<file path="config.mk">
export PLATFORM = sky130hd
export DESIGN_NAME = depth_update_message_parser_flat
export DESIGN_NICKNAME = d
export VERILOG_FILES = /design/src/rtl/dump_pkg.sv /design/src/rtl/dump_stream_if.sv /design/src/rtl/dump_parser.sv /design/src/rtl/dump_out_stage.sv /design/src/rtl/depth_update_message_parser.sv /design/src/flat_wrapper.sv
export SDC_FILE = /design/constraint.sdc
export NUM_CORES = 1
export LEC_CHECK = 0
export ABC_AREA = 1
export ABC_CLOCK_PERIOD_IN_PS = 8800
export BUFFER_PORTS_ARGS = -buffer_cell sky130_fd_sc_hd__buf_2
export CORE_MARGIN = 3
export CORE_UTILIZATION = 31
export CTS_BUF_LIST = sky130_fd_sc_hd__clkbuf_4 sky130_fd_sc_hd__clkbuf_8
export CTS_CLUSTER_DIAMETER = 30
export DETAILED_ROUTE_END_ITERATION = 8
export MAX_ROUTING_LAYER = met4
export SLEW_MARGIN = 20
export SYNTH_ARGS = -nofsm -noshare
export SYNTH_HDL_FRONTEND = slang
export SYNTH_HIERARCHICAL = 1
export SYNTH_SLANG_ARGS = --single-unit
</file>
<file path="constraint.sdc">
create_clock -name clk -period 8.8 [get_ports clk]
set_input_delay 0.44 -clock clk [delete_from_list [all_inputs] [get_ports clk]]
set_output_delay 0.44 -clock clk [all_outputs]
set_load 0.1 [all_outputs]
</file>
<file path="src/rtl/dump_pkg.sv">
`default_nettype none
// ---------------------------------------------------------------------------
// dump_pkg
// Shared types and constants of the depth-update message parser.
// ---------------------------------------------------------------------------
package dump_pkg;

	// message layout, in bytes
	localparam int HeaderBytes   = 8;
	localparam int BodyBytes     = 26;
	localparam int TimeBytes     = 8;
	localparam int GroupHdrBytes = 4;
	localparam int PriceBytes    = 8;
	localparam int EntryMinBytes = 16;

	// width of the shared byte counter used by header, body and group headers
	localparam int ByteIdxW = $clog2(BodyBytes);

	// parse phase of the current message
	typedef enum logic [2:0] {
		PH_HEADER  = 3'd0,
		PH_BODY    = 3'd1,
		PH_BID_HDR = 3'd2,
		PH_BID_ENT = 3'd3,
		PH_ASK_HDR = 3'd4,
		PH_ASK_ENT = 3'd5,
		PH_TRAILER = 3'd6
	} phase_t;

	// side of a book update
	localparam logic SideBuy  = 1'b0;
	localparam logic SideSell = 1'b1;

	// one payload byte
	typedef struct packed {
		logic [7:0] data_byte;
		logic       frame_end;
	} byte_item_t;

	// one book update
	typedef struct packed {
		logic               side;
		logic signed [63:0] price;
		logic signed [63:0] quantity;
		logic signed [63:0] event_time;
	} update_t;

	// result handed from the parser to the output stage
	typedef struct packed {
		logic    valid;
		update_t upd;
	} result_t;

endpackage : dump_pkg
`default_nettype wire

</file>
<file path="src/rtl/dump_stream_if.sv">
`default_nettype none
// ---------------------------------------------------------------------------
// dump_stream_if
// Valid/ready stream channel carrying one item of payload type T.
// ---------------------------------------------------------------------------
interface dump_stream_if #(
	parameter type T = logic
) ();
	logic valid;
	logic ready;
	T     data;

	modport source (output valid, output data, input ready);
	modport sink   (input valid, input data, output ready);
endinterface : dump_stream_if
`default_nettype wire

</file>
<file path="src/rtl/dump_parser.sv">
`default_nettype none
// ---------------------------------------------------------------------------
// dump_parser
// Byte-wise message parser: tracks the phase, assembles the event time and
// the price and quantity of each entry, and flags a finished entry.
// ---------------------------------------------------------------------------
module dump_parser (
	input  wire logic                clk,
	input  wire logic                arst_n,
	input  wire logic                fire,
	input  wire dump_pkg::byte_item_t item,
	output dump_pkg::result_t        res
);
	import dump_pkg::*;

	phase_t               phase_q, phase_n;
	logic [ByteIdxW-1:0]  byte_idx_q, byte_idx_n;
	logic [63:0]          event_time_q, event_time_n;
	logic [15:0]          block_len_q, block_len_n;
	logic [15:0]          entries_left_q, entries_left_n;
	logic [15:0]          entry_pos_q, entry_pos_n;
	logic [63:0]          price_acc_q, price_acc_n;
	logic [63:0]          qty_acc_q, qty_acc_n;

	logic [7:0]           b;
	logic [63:0]          price_m, qty_m;
	logic                 entry_done;
	phase_t               ent_phase, skip_phase;

	assign b = item.data_byte;

	// entry bytes merged into the accumulators
	always_comb begin
		price_m = price_acc_q;
		qty_m   = qty_acc_q;
		if (entry_pos_q < 16'(PriceBytes)) begin
			price_m[8*entry_pos_q[2:0] +: 8] = b;
		end else if (entry_pos_q < 16'(EntryMinBytes)) begin
			qty_m[8*entry_pos_q[2:0] +: 8] = b;
		end
	end

	assign entry_done = ({1'b0, entry_pos_q} + 17'd1) >= {1'b0, block_len_q};

	// phases that follow a group header
	always_comb begin
		if (phase_q == PH_BID_HDR) begin
			ent_phase  = PH_BID_ENT;
			skip_phase = PH_ASK_HDR;
		end else begin
			ent_phase  = PH_ASK_ENT;
			skip_phase = PH_TRAILER;
		end
	end

	// next state and result
	always_comb begin
		phase_n        = phase_q;
		byte_idx_n     = byte_idx_q;
		event_time_n   = event_time_q;
		block_len_n    = block_len_q;
		entries_left_n = entries_left_q;
		entry_pos_n    = entry_pos_q;
		price_acc_n    = price_acc_q;
		qty_acc_n      = qty_acc_q;

		res.valid          = 1'b0;
		res.upd.side       = (phase_q == PH_ASK_ENT) ? SideSell : SideBuy;
		res.upd.price      = price_m;
		res.upd.quantity   = qty_m;
		res.upd.event_time = event_time_q;

		if (fire) begin
			case (phase_q)
				PH_HEADER: begin
					if (byte_idx_q == ByteIdxW'(HeaderBytes - 1)) begin
						byte_idx_n = '0;
						phase_n    = PH_BODY;
					end else begin
						byte_idx_n = byte_idx_q + 1'b1;
					end
				end
				PH_BODY: begin
					if (byte_idx_q < ByteIdxW'(TimeBytes)) begin
						event_time_n[8*byte_idx_q[2:0] +: 8] = b;
					end
					if (byte_idx_q == ByteIdxW'(BodyBytes - 1)) begin
						byte_idx_n = '0;
						phase_n    = PH_BID_HDR;
					end else begin
						byte_idx_n = byte_idx_q + 1'b1;
					end
				end
				PH_BID_HDR, PH_ASK_HDR: begin
					// block length then count, both little-endian
					case (byte_idx_q[1:0])
						2'd0:    block_len_n[7:0]     = b;
						2'd1:    block_len_n[15:8]    = b;
						2'd2:    entries_left_n[7:0]  = b;
						default: entries_left_n[15:8] = b;
					endcase
					if (byte_idx_q == ByteIdxW'(GroupHdrBytes - 1)) begin
						byte_idx_n  = '0;
						entry_pos_n = '0;
						price_acc_n = '0;
						qty_acc_n   = '0;
						if (entries_left_n == '0 || block_len_n == '0) begin
							phase_n = skip_phase;
						end else begin
							phase_n = ent_phase;
						end
					end else begin
						byte_idx_n = byte_idx_q + 1'b1;
					end
				end
				PH_BID_ENT, PH_ASK_ENT: begin
					if (entry_done) begin
						res.valid      = (block_len_q >= 16'(EntryMinBytes));
						entry_pos_n    = '0;
						price_acc_n    = '0;
						qty_acc_n      = '0;
						entries_left_n = entries_left_q - 1'b1;
						if (entries_left_n == '0) begin
							phase_n = (phase_q == PH_BID_ENT) ? PH_ASK_HDR : PH_TRAILER;
						end
					end else begin
						entry_pos_n = entry_pos_q + 1'b1;
						price_acc_n = price_m;
						qty_acc_n   = qty_m;
					end
				end
				default: begin
					phase_n = PH_TRAILER;
				end
			endcase

			// end of message: back to the header, partial entry dropped
			if (item.frame_end) begin
				phase_n     = PH_HEADER;
				byte_idx_n  = '0;
				entry_pos_n = '0;
				price_acc_n = '0;
				qty_acc_n   = '0;
			end
		end
	end

	// state registers
	always_ff @(posedge clk or negedge arst_n) begin
		if (!arst_n) begin
			phase_q        <= PH_HEADER;
			byte_idx_q     <= '0;
			event_time_q   <= '0;
			block_len_q    <= '0;
			entries_left_q <= '0;
			entry_pos_q    <= '0;
			price_acc_q    <= '0;
			qty_acc_q      <= '0;
		end else begin
			phase_q        <= phase_n;
			byte_idx_q     <= byte_idx_n;
			event_time_q   <= event_time_n;
			block_len_q    <= block_len_n;
			entries_left_q <= entries_left_n;
			entry_pos_q    <= entry_pos_n;
			price_acc_q    <= price_acc_n;
			qty_acc_q      <= qty_acc_n;
		end
	end

endmodule : dump_parser
`default_nettype wire

</file>
<file path="src/rtl/dump_out_stage.sv">
`default_nettype none
// ---------------------------------------------------------------------------
// dump_out_stage
// Output register with a skid register, so that the parser keeps taking
// bytes while an update waits to be taken downstream.
// ---------------------------------------------------------------------------
module dump_out_stage (
	input  wire logic              clk,
	input  wire logic              arst_n,
	input  wire dump_pkg::result_t res,
	output logic                   can_take,
	dump_stream_if.source          updates
);
	import dump_pkg::*;

	logic    out_v_q, skid_v_q;
	update_t out_q, skid_q;
	logic    pop;

	assign pop      = out_v_q && updates.ready;
	assign can_take = !skid_v_q;

	assign updates.valid = out_v_q;
	assign updates.data  = out_q;

	// valid flags
	always_ff @(posedge clk or negedge arst_n) begin
		if (!arst_n) begin
			out_v_q  <= 1'b0;
			skid_v_q <= 1'b0;
		end else if (skid_v_q) begin
			if (pop) begin
				skid_v_q <= 1'b0;
			end
		end else if (res.valid) begin
			if (out_v_q && !pop) begin
				skid_v_q <= 1'b1;
			end else begin
				out_v_q <= 1'b1;
			end
		end else if (pop) begin
			out_v_q <= 1'b0;
		end
	end

	// payload registers
	always_ff @(posedge clk) begin
		if (skid_v_q) begin
			if (pop) begin
				out_q <= skid_q;
			end
		end else if (res.valid) begin
			if (out_v_q && !pop) begin
				skid_q <= res.upd;
			end else begin
				out_q <= res.upd;
			end
		end
	end

endmodule : dump_out_stage
`default_nettype wire

</file>
<file path="src/rtl/depth_update_message_parser.sv">
`default_nettype none
// ---------------------------------------------------------------------------
// depth_update_message_parser
// Output: the update of the byte that completes an entry is registered in
//   the output register, or in the skid register while an update waits.
// Throughput: one byte per cycle while the skid register is empty.
// Reset: arst_n clears the parse state to the message header phase and
//   empties the output and skid registers; no clearing pass is needed.
// ---------------------------------------------------------------------------
module depth_update_message_parser (
	input  wire logic     clk,
	input  wire logic     arst_n,
	dump_stream_if.sink   bytes,
	dump_stream_if.source updates
);
	import dump_pkg::*;

	logic    fire;
	logic    can_take;
	result_t res;

	assign bytes.ready = can_take;
	assign fire        = bytes.valid && can_take;

	// parse state and entry assembly
	dump_parser u_parser (
		.clk    (clk),
		.arst_n (arst_n),
		.fire   (fire),
		.item   (bytes.data),
		.res    (res)
	);

	// result register and skid
	dump_out_stage u_out (
		.clk      (clk),
		.arst_n   (arst_n),
		.res      (res),
		.can_take (can_take),
		.updates  (updates)
	);

endmodule : depth_update_message_parser
`default_nettype wire

</file>
<file path="src/flat_wrapper.sv">
// flat-port wrapper written by rule: the top's interface ports become plain ports
module depth_update_message_parser_flat import dump_pkg::*;
  (clk, arst_n, bytes_valid, bytes_data, bytes_ready, updates_valid, updates_data, updates_ready);
  dump_stream_if bytes_i ();
  dump_stream_if updates_i ();
  input  wire logic clk;
  input  wire logic arst_n;
  input wire logic [$bits(bytes_i.valid)-1:0] bytes_valid;
  input wire logic [$bits(bytes_i.data)-1:0] bytes_data;
  output wire logic [$bits(bytes_i.ready)-1:0] bytes_ready;
  output wire logic [$bits(updates_i.valid)-1:0] updates_valid;
  output wire logic [$bits(updates_i.data)-1:0] updates_data;
  input wire logic [$bits(updates_i.ready)-1:0] updates_ready;
  assign bytes_i.valid = bytes_valid;
  assign bytes_i.data = bytes_data;
  assign bytes_ready = bytes_i.ready;
  assign updates_valid = updates_i.valid;
  assign updates_data = updates_i.data;
  assign updates_i.ready = updates_ready;
  depth_update_message_parser u_core (.clk(clk), .arst_n(arst_n), .bytes(bytes_i), .updates(updates_i));
endmodule
</file>
== Yosys cells after proc, flatten, opt, wreduce, memory -nomap -nowiden ==
Index checks and enable logic that the tools add are counted.

* Bits in registers: 124
* Output and inout port bits: 3
* Logic and storage cells: 117
* Bits of input ports: 5

* Add/sub/neg operators: 5
* Mux-type cells: 49
* Shift operators: 2
* Order comparisons: 3
* Bitwise gates (word level): 1
* Equality and inequality tests: 19
* Reductions and logical operators: 28

{| class="wikitable"
|+ Operator list
! cell !! number
|-
| $mux W8 || 12
|-
| $bwmux W64 || 1
|-
| $mux W16 || 4
|-
| $pmux W16 S2 || 2
|-
| $shift A8 B34 Y64 const A || 1
|-
| $shiftx A8 B34 Y64 const A || 1
|-
| $logic_not A16 Y1 || 3
|-
| $neg A6 Y34 || 1
|-
| $mux W3 || 8
|-
| $mux W5 || 4
|-
| $reduce_and A3 Y1 || 6
|-
| $add A16 B1 Y17 const B || 1
|-
| $ge A17 B16 Y1 || 1
|-
| $add A16 B1 Y16 const B || 1
|-
| $ge A16 B5 Y1 const B || 1
|-
| $sub A16 B1 Y16 const B || 1
|-
| $ne A3 B3 Y1 const B || 5
|-
| $pmux W5 S3 || 1
|-
| $mux W1 || 14
|-
| $pmux W3 S4 || 1
|-
| $eq A3 B2 Y1 const B || 2
|-
| $eq A3 B3 Y1 const B || 2
|-
| $ne A2 B2 Y1 const B || 3
|-
| $reduce_and A6 Y1 || 1
|-
| 22 further kinds || 30
|}

== Logic depth before layout (Yosys ltp) ==
Gate-level depths: netlist of the first run.

* Depth in word-level cells: 11
* Depth in mapped cells: 24
* Gate-level depth less buffers: 23

== Cells and area by module ==
Netlist of the first run, hierarchy kept.

{| class="wikitable"
|+ Modules (own cells, without submodules)
! module !! cells each !! area an instance (um^2) !! seq. area each (um^2) !! instances
|-
| dump_parser || 1,874 || 13,618.1 || 6,206.0 || 1
|-
| dump_out_stage || 23 || 197.7 || 110.1 || 1
|-
| depth_update_message_parser || 3 || 11.3 || 0.0 || 1
|}

== Worst setup path after synthesis of the first run ==
Ideal clock, no wire load.

* Kind: reg2reg
* Start: register u_core.u_parser.entry_pos_q[0]
* End: register u_core/u_out/skid_q[0] (netlist bit), enable pin
* Data arrival time: 2.706 ns
* Data required time: 8.511 ns
* Buffers on the path: 0
* Library setup time: 0.289 ns
* Cell stages (with the launch flop): 23
* Slack: 5.805 ns
* Clock period less this slack: 2.995 ns
* Cell sequence: dfrtp_1 nand3_1 nor2_1 nand4_1 nor3_2 nand3_1 xor2_1 inv_1 ha_1 nand2_1 inv_1 nand2_1 nor2_1 a21oi_1 nand2_1 nand2_1 nand2_1 a21oi_1 nor4_1 inv_1 nor2_1 nand2_1 inv_1

{| class="wikitable"
|+ RTL lines
! element !! RTL line !! text
|-
| start, declared || dump_parser.sv:21 || <nowiki>logic [15:0] entry_pos_q, entry_pos_n;</nowiki>
|-
| start signal, assigned || dump_parser.sv:165 || <nowiki>entry_pos_q <= entry_pos_n;</nowiki>
|-
| end signal, assigned || dump_out_stage.sv:54 || <nowiki>skid_q <= res.upd;</nowiki>
|-
| end, declared || dump_out_stage.sv:17 || <nowiki>update_t out_q, skid_q;</nowiki>
|}

==> flow_metrics.tcl, run 1 <==
set metrics [dict create \
    status "finished clean" \
    layout.area.seq_sq_um 1540 \
    syn_inst 718 \
    leakagePower_nw 2.46 \
    dp_hpwl_microns 8110 \
    cts_tree "done" \
    rsz0062_at_grt "false" \
    grt_pass1_vias 3890 \
    die_w_microns 129 \
    finalCritPeriodShare_pct 37.2 \
    avgSynthCellArea_sq_um 6.48 \
    htree_levels 3 \
    drc 0 \
    arrival_ps 3350 \
    cts_made_buffers 9 \
    fp.dieH_microns 129 \
    first_pass_iters 6 \
    io_buffers 7 \
    cts_sinks 61 \
    hold_ws_ps 243 \
    synth_area_sq_um 4650 \
    gp_congestion 0.844 \
    root_buffer "clkbuf_8" \
    crit_fanout 4 \
    hp-class "primary input to async pin" \
    tns_ps 0 \
    hold_viol_final 0 \
    ant_nets 0 \
    routedWlPerCell_microns 12.0 \
    fp.dieArea_sq_um 16500 \
    clockBufferDepth 2 \
    fin_crit_ps 3270 \
    clk_pin_slew_ps 70 \
    num_rows 44 \
    gr-usage-all-layers_pct 14.4 \
    crit_type "flip-flop to flip-flop" \
    final_nets 742 \
    multi_input_area_sq_um 2550 \
    final_cell_mix "219 x nand2_1, 104 x inv_1, 93 x o21ai_0" \
    antenna_found_initial 0 \
    drive_gt1_share_pct 7.25 \
    pin_count 8 \
    fmax_ghz 0.306 \
    skew_ps 7.88 \
    area_growth_pct 7.42 \
    ctsResizeCount 0 \
    via_per_inst 4.63 \
    required_ps 8880 \
    slew_headroom_pct 48.4 \
    tightest_slew_ps 774 \
    cp-start-kind "flip-flop" \
    drtIter0Drc 329 \
    wl_microns 10900 \
    postCtsSetupBuffers 0 \
    holdBufCountCts 0 \
    vias 4170 \
    p_total_mw 1.45 \
    final-max-slew-violation-count 0 \
    cellPowerDensity_nw_per_um2 290 \
    max-cap-violations 0 \
    grt_pass1_wl_microns 18700 \
    grt_max_degree 60 \
    finalSetupViolCount 0 \
    yosys_warnings 6 \
    grt-ovfl-total 0 \
    nFillCells 1596 \
    ir_worst_vdd_mv 0.101 \
    layout_commonest_cell "nand2_1" \
    core_area_sq_um 14600 \
    antenna_cells 0 \
    start_util_pct 31.9 \
    clkLatencyLatePin_ps 350 \
    endpoint_kind "flip-flop" \
]
[state kept, by name, summed over array words and instances (netlist names)]
| register | count |
|---|---|
| u_core/u_parser/block_len_q | 16 |
| u_core/u_parser/entries_left_q | 16 |
| u_core/u_parser/entry_pos_q | 16 |
| u_core/u_parser/byte_idx_q | 5 |
| u_core/u_parser/phase_q | 3 |
| u_core/u_out/skid_q | 1 |
| u_core/u_out/skid_v_q | 1 |
| u_core/u_out/updates.data | 1 |
| u_core/u_out/updates.valid | 1 |
| u_core/u_parser/event_time_q | 1 |
[critical path, cell delays in order (launching register included)]
cell and delay, ps:
dfrtp_1 410, nand3_1 130, nor2_1 150, nand4_1 150, nor3_2 230, nand3_1 150
xor2_1 150, inv_1 70, ha_1 260, nand2_1 40, inv_1 60, nand2_1 60
nor2_1 150, a21oi_1 80, nand2_1 60, nand2_1 40, nand2_1 70, a21oi_1 90
nor4_1 320, inv_1 80, nor2_1 90, nand2_1 70, inv_1 60
[where the power goes]
group / switching (mW) / leakage [nW] / internal, mW
combinational: 0.522 / 1.55 / 0.241
clock: 0.113 / 0.104 / 0.135
sequential: 0.0766 / 0.798 / 0.363
[final timing paths]
path | cells past startpoint | endpoint | slack (ps) | from
setup reg to reg | 22 | u_core/u_out/skid_q[0] | 5530 | u_core/u_parser/entry_pos_q[2]
setup / recovery | 22 | u_core/u_out/skid_q[0] | 5530 | u_core/u_parser/entry_pos_q[2]
hold reg to reg | 2 | u_core/u_parser/block_len_q[10] | 510 | u_core/u_parser/block_len_q[10]
hold / removal | 2 | u_core/u_parser/entry_pos_q[10] | 240 | arst_n
max in group asynchronous | 2 | u_core/u_parser/block_len_q[15] | 8040 | arst_n
min in group clk | 4 | u_core/u_out/skid_v_q | 400 | updates_ready
[per-stage QoR]
stage / setup WS (ps) / std cells / cell area, sq um / util (%)
global placement: 5630 / 885 / 4810 / 32.9
floorplan: 5870 / 725 / 4680 / -
detailed placement: 5560 / 885 / 4810 / 32.9
finish: 5530 / 901 / 5000 / 34.3
CTS: 5550 / 901 / 5000 / 34.3
global route: 5160 / 901 / 5000 / 34.3
[layout make-up]
cell class / instances / area share [%]
Multi-Input combinational cell: 513 / 50.9
Sequential cell: 61 / 30.7
Inverter: 118 / 8.86
Tap cell: 184 / 4.61
Clock buffer: 15 / 3.75
Timing Repair Buffer: 9 / 1.00
Clock inverter: 1 / 0.100
[layer usage]
layer  vias to the layer above  global-route usage [%]  wire [microns]
li1                       2241                       -               -
met3                         9                    2.86             420
met4                         0                    4.08             133
met2                        62                    21.8            4830
met1                      1858                    19.6            5480
met5                         -                       -               0
(Power assumes the default switching activity.)
==> run 2, diff against run 1 <==
- ABC_AREA: 1 -> 0
- ABC_CLOCK_PERIOD_IN_PS: 8800 -> 2910
- clock period: 8.8 -> 2.91 ns (I/O delays scaled with it)
==> flow_metrics.tcl, run 2 <==
set metrics [dict create \
    status "finished with violations" \
    violations "setup timing" \
    core_area_sq_um 13300 \
    largest_registers "u_core/u_parser/block_len_q: 16 flops, u_core/u_parser/entries_left_q: 16 flops, u_core/u_parser/entry_pos_q: 16 flops" \
    postLayoutCellArea_sq_um 5440 \
    synth_area_sq_um 4230 \
    max-cap-violations 0 \
    yosys_warnings 6 \
    finalCritPeriodShare_pct 115 \
    num_rows 42 \
    fin_crit_ps 3350 \
    ir_worst_vdd_mv 0.229 \
    slew_headroom_pct 58.9 \
    hp-class "primary input to flip-flop" \
    drc 0 \
    final_cells 712 \
    fin_util_pct 40.9 \
    skew_ps 10.1 \
    p_total_mw 3.74 \
    area_growth_pct 28.5 \
    drive_gt1_share_pct 32.1 \
    cp-startpoint "u_core/u_parser/entry_pos_q[4]" \
    finalSetupViolCount 39 \
    reg2reg_to "u_core/u_parser/entry_pos_q[3]" \
    avgSynthCellArea_sq_um 8.66 \
    grt_pass1_vias 3755 \
    routedWlPerCell_microns 16.1 \
    tightest_slew_ps 609 \
    io_buffers 7 \
    leakagePower_nw 2.33 \
    reg2reg_slack_ps -440 \
    vias 3830 \
    rsz0062_at_grt "true" \
    antenna_cells 0 \
    cellPowerDensity_nw_per_um2 688 \
    cts_tree "done" \
    root_buffer "clkbuf_8" \
    wl_microns 11500 \
    layout_setup_ws_ps -440 \
    fp.dieH_microns 123 \
    fp.dieArea_sq_um 15100 \
    fmax_ghz 0.298 \
    crit_type "flip-flop to flip-flop" \
    reg2regPathDepth 16 \
    required_ps 3180 \
    first_pass_iters 5 \
    clkLatencyLatePin_ps 370 \
    crit_path_end "u_core/u_parser/entry_pos_q[3]" \
    grt_max_degree 46 \
    arrival_ps 3620 \
    clockBufferDepth 2 \
    grt-ovfl-total 0 \
    ant_nets 0 \
    dpl-instance-area_sq_um 4700 \
    hold_ws_ps 44.0 \
    crit_fanout 3 \
    hold_viol_final 0 \
    final-max-slew-violation-count 0 \
    cts_made_buffers 9 \
    cp-start-kind "flip-flop" \
    start_util_pct 31.8 \
    gr-usage-all-layers_pct 16.2 \
    die_w_microns 123 \
    pin_count 8 \
    grt_pass1_wl_microns 18500 \
    final_nets 561 \
    clk_pin_slew_ps 70 \
    place_inst 679 \
    dp_hpwl_microns 7730 \
    syn_inst 489 \
    antenna_found_initial 0 \
    endpoint_kind "flip-flop" \
    gp_congestion 0.924 \
    drtIter0Drc 261 \
    cts_sinks 61 \
    timing.rr.start "u_core/u_parser/entry_pos_q[4]" \
    via_per_inst 5.38 \
    final_cell_mix "59 x dfrtp_1, 44 x buf_4, 34 x inv_1" \
    htree_levels 3 \
    layout_commonest_cell "dfrtp_1" \
]
## run 2: cell count changes in the layout (fill, tap and decap cells not counted), moves of 11 or more
cell,change
nand2_1,-188
o21ai_0,-79
inv_1,-70
buf_4,+42
nor2_1,-29
nand3_1,-25
mux2_2,+17
buf_6,+13
inv_2,-13
a22o_1,+11
o21ai_2,+11
## run 2: timing repair
action / CTS / global route
pin swaps: 27 / 28
resized for setup: 27 / 70
buffers inserted: 13 / 6
endpoints found under the hold margin: 0 / 44
setup endpoints to repair: 39 / 39
hold buffers: 0 / 1
## run 2: worst min-delay path by stage
stage	from	end	slack, ps	cells past startpoint
floorplan	arst_n	u_core/u_out/skid_v_q	-150	0
finish	updates_ready	u_core/u_out/skid_v_q	40	2
global route	updates_ready	u_core/u_out/skid_v_q	30	2
CTS	arst_n	u_core/u_parser/block_len_q[10]	10	1
detailed placement	updates_ready	u_core/u_out/skid_v_q	390	2
global placement	updates_ready	u_core/u_out/skid_v_q	370	2
## run 2: per-layer routing
| layer | vias up | wire length (microns) | GRT usage [%] |
|---|---|---|---|
| met2 | 86 | 5740 | 26.2 |
| met3 | 21 | 493 | 4.42 |
| li1 | 1809 | - | - |
| met1 | 1914 | 5010 | 19.7 |
| met5 | - | 0 | - |
| met4 | 0 | 225 | 5.04 |
## run 2: metrics by stage
step / worst slack (ps) / setup TNS [ps]
floorplan: -331 / -763
global placement: -313 / -5590
detailed placement: -405 / -9590
CTS: -341 / -9330
global route: -671 / -22790
finish: -440 / -12420
## run 2: final cells by class
class	instances	area, sq um
Inverter	34	128
Sequential cell	61	1540
Multi-Input combinational cell	360	2800
Tap cell	176	220
Clock inverter	6	86.3
Timing Repair Buffer	65	537
Fill cell	1272	7860
Clock buffer	10	131
## run 2: power by group
group / total, mW / switching (mW) / internal, mW
combinational: 1.53 / 0.830 / 0.701
sequential: 1.36 / 0.302 / 1.06
clock: 0.852 / 0.362 / 0.490
total: 3.74 / 1.49 / 2.25
## run 2: critical path, cell delays in order (launching register included)
cell and delay (ps):
dfrtp_1 410, nand3_4 90, nor2_4 90, nand4_1 140, nor2_1 180, and4_1 250
xor2_2 180, ha_1 290, a211oi_2 230, o21ai_2 110, nor3_2 200, nor3_4 90
or2_1 230, or4_4 510, o21ai_1 130, nand2_1 60, o31ai_1 60
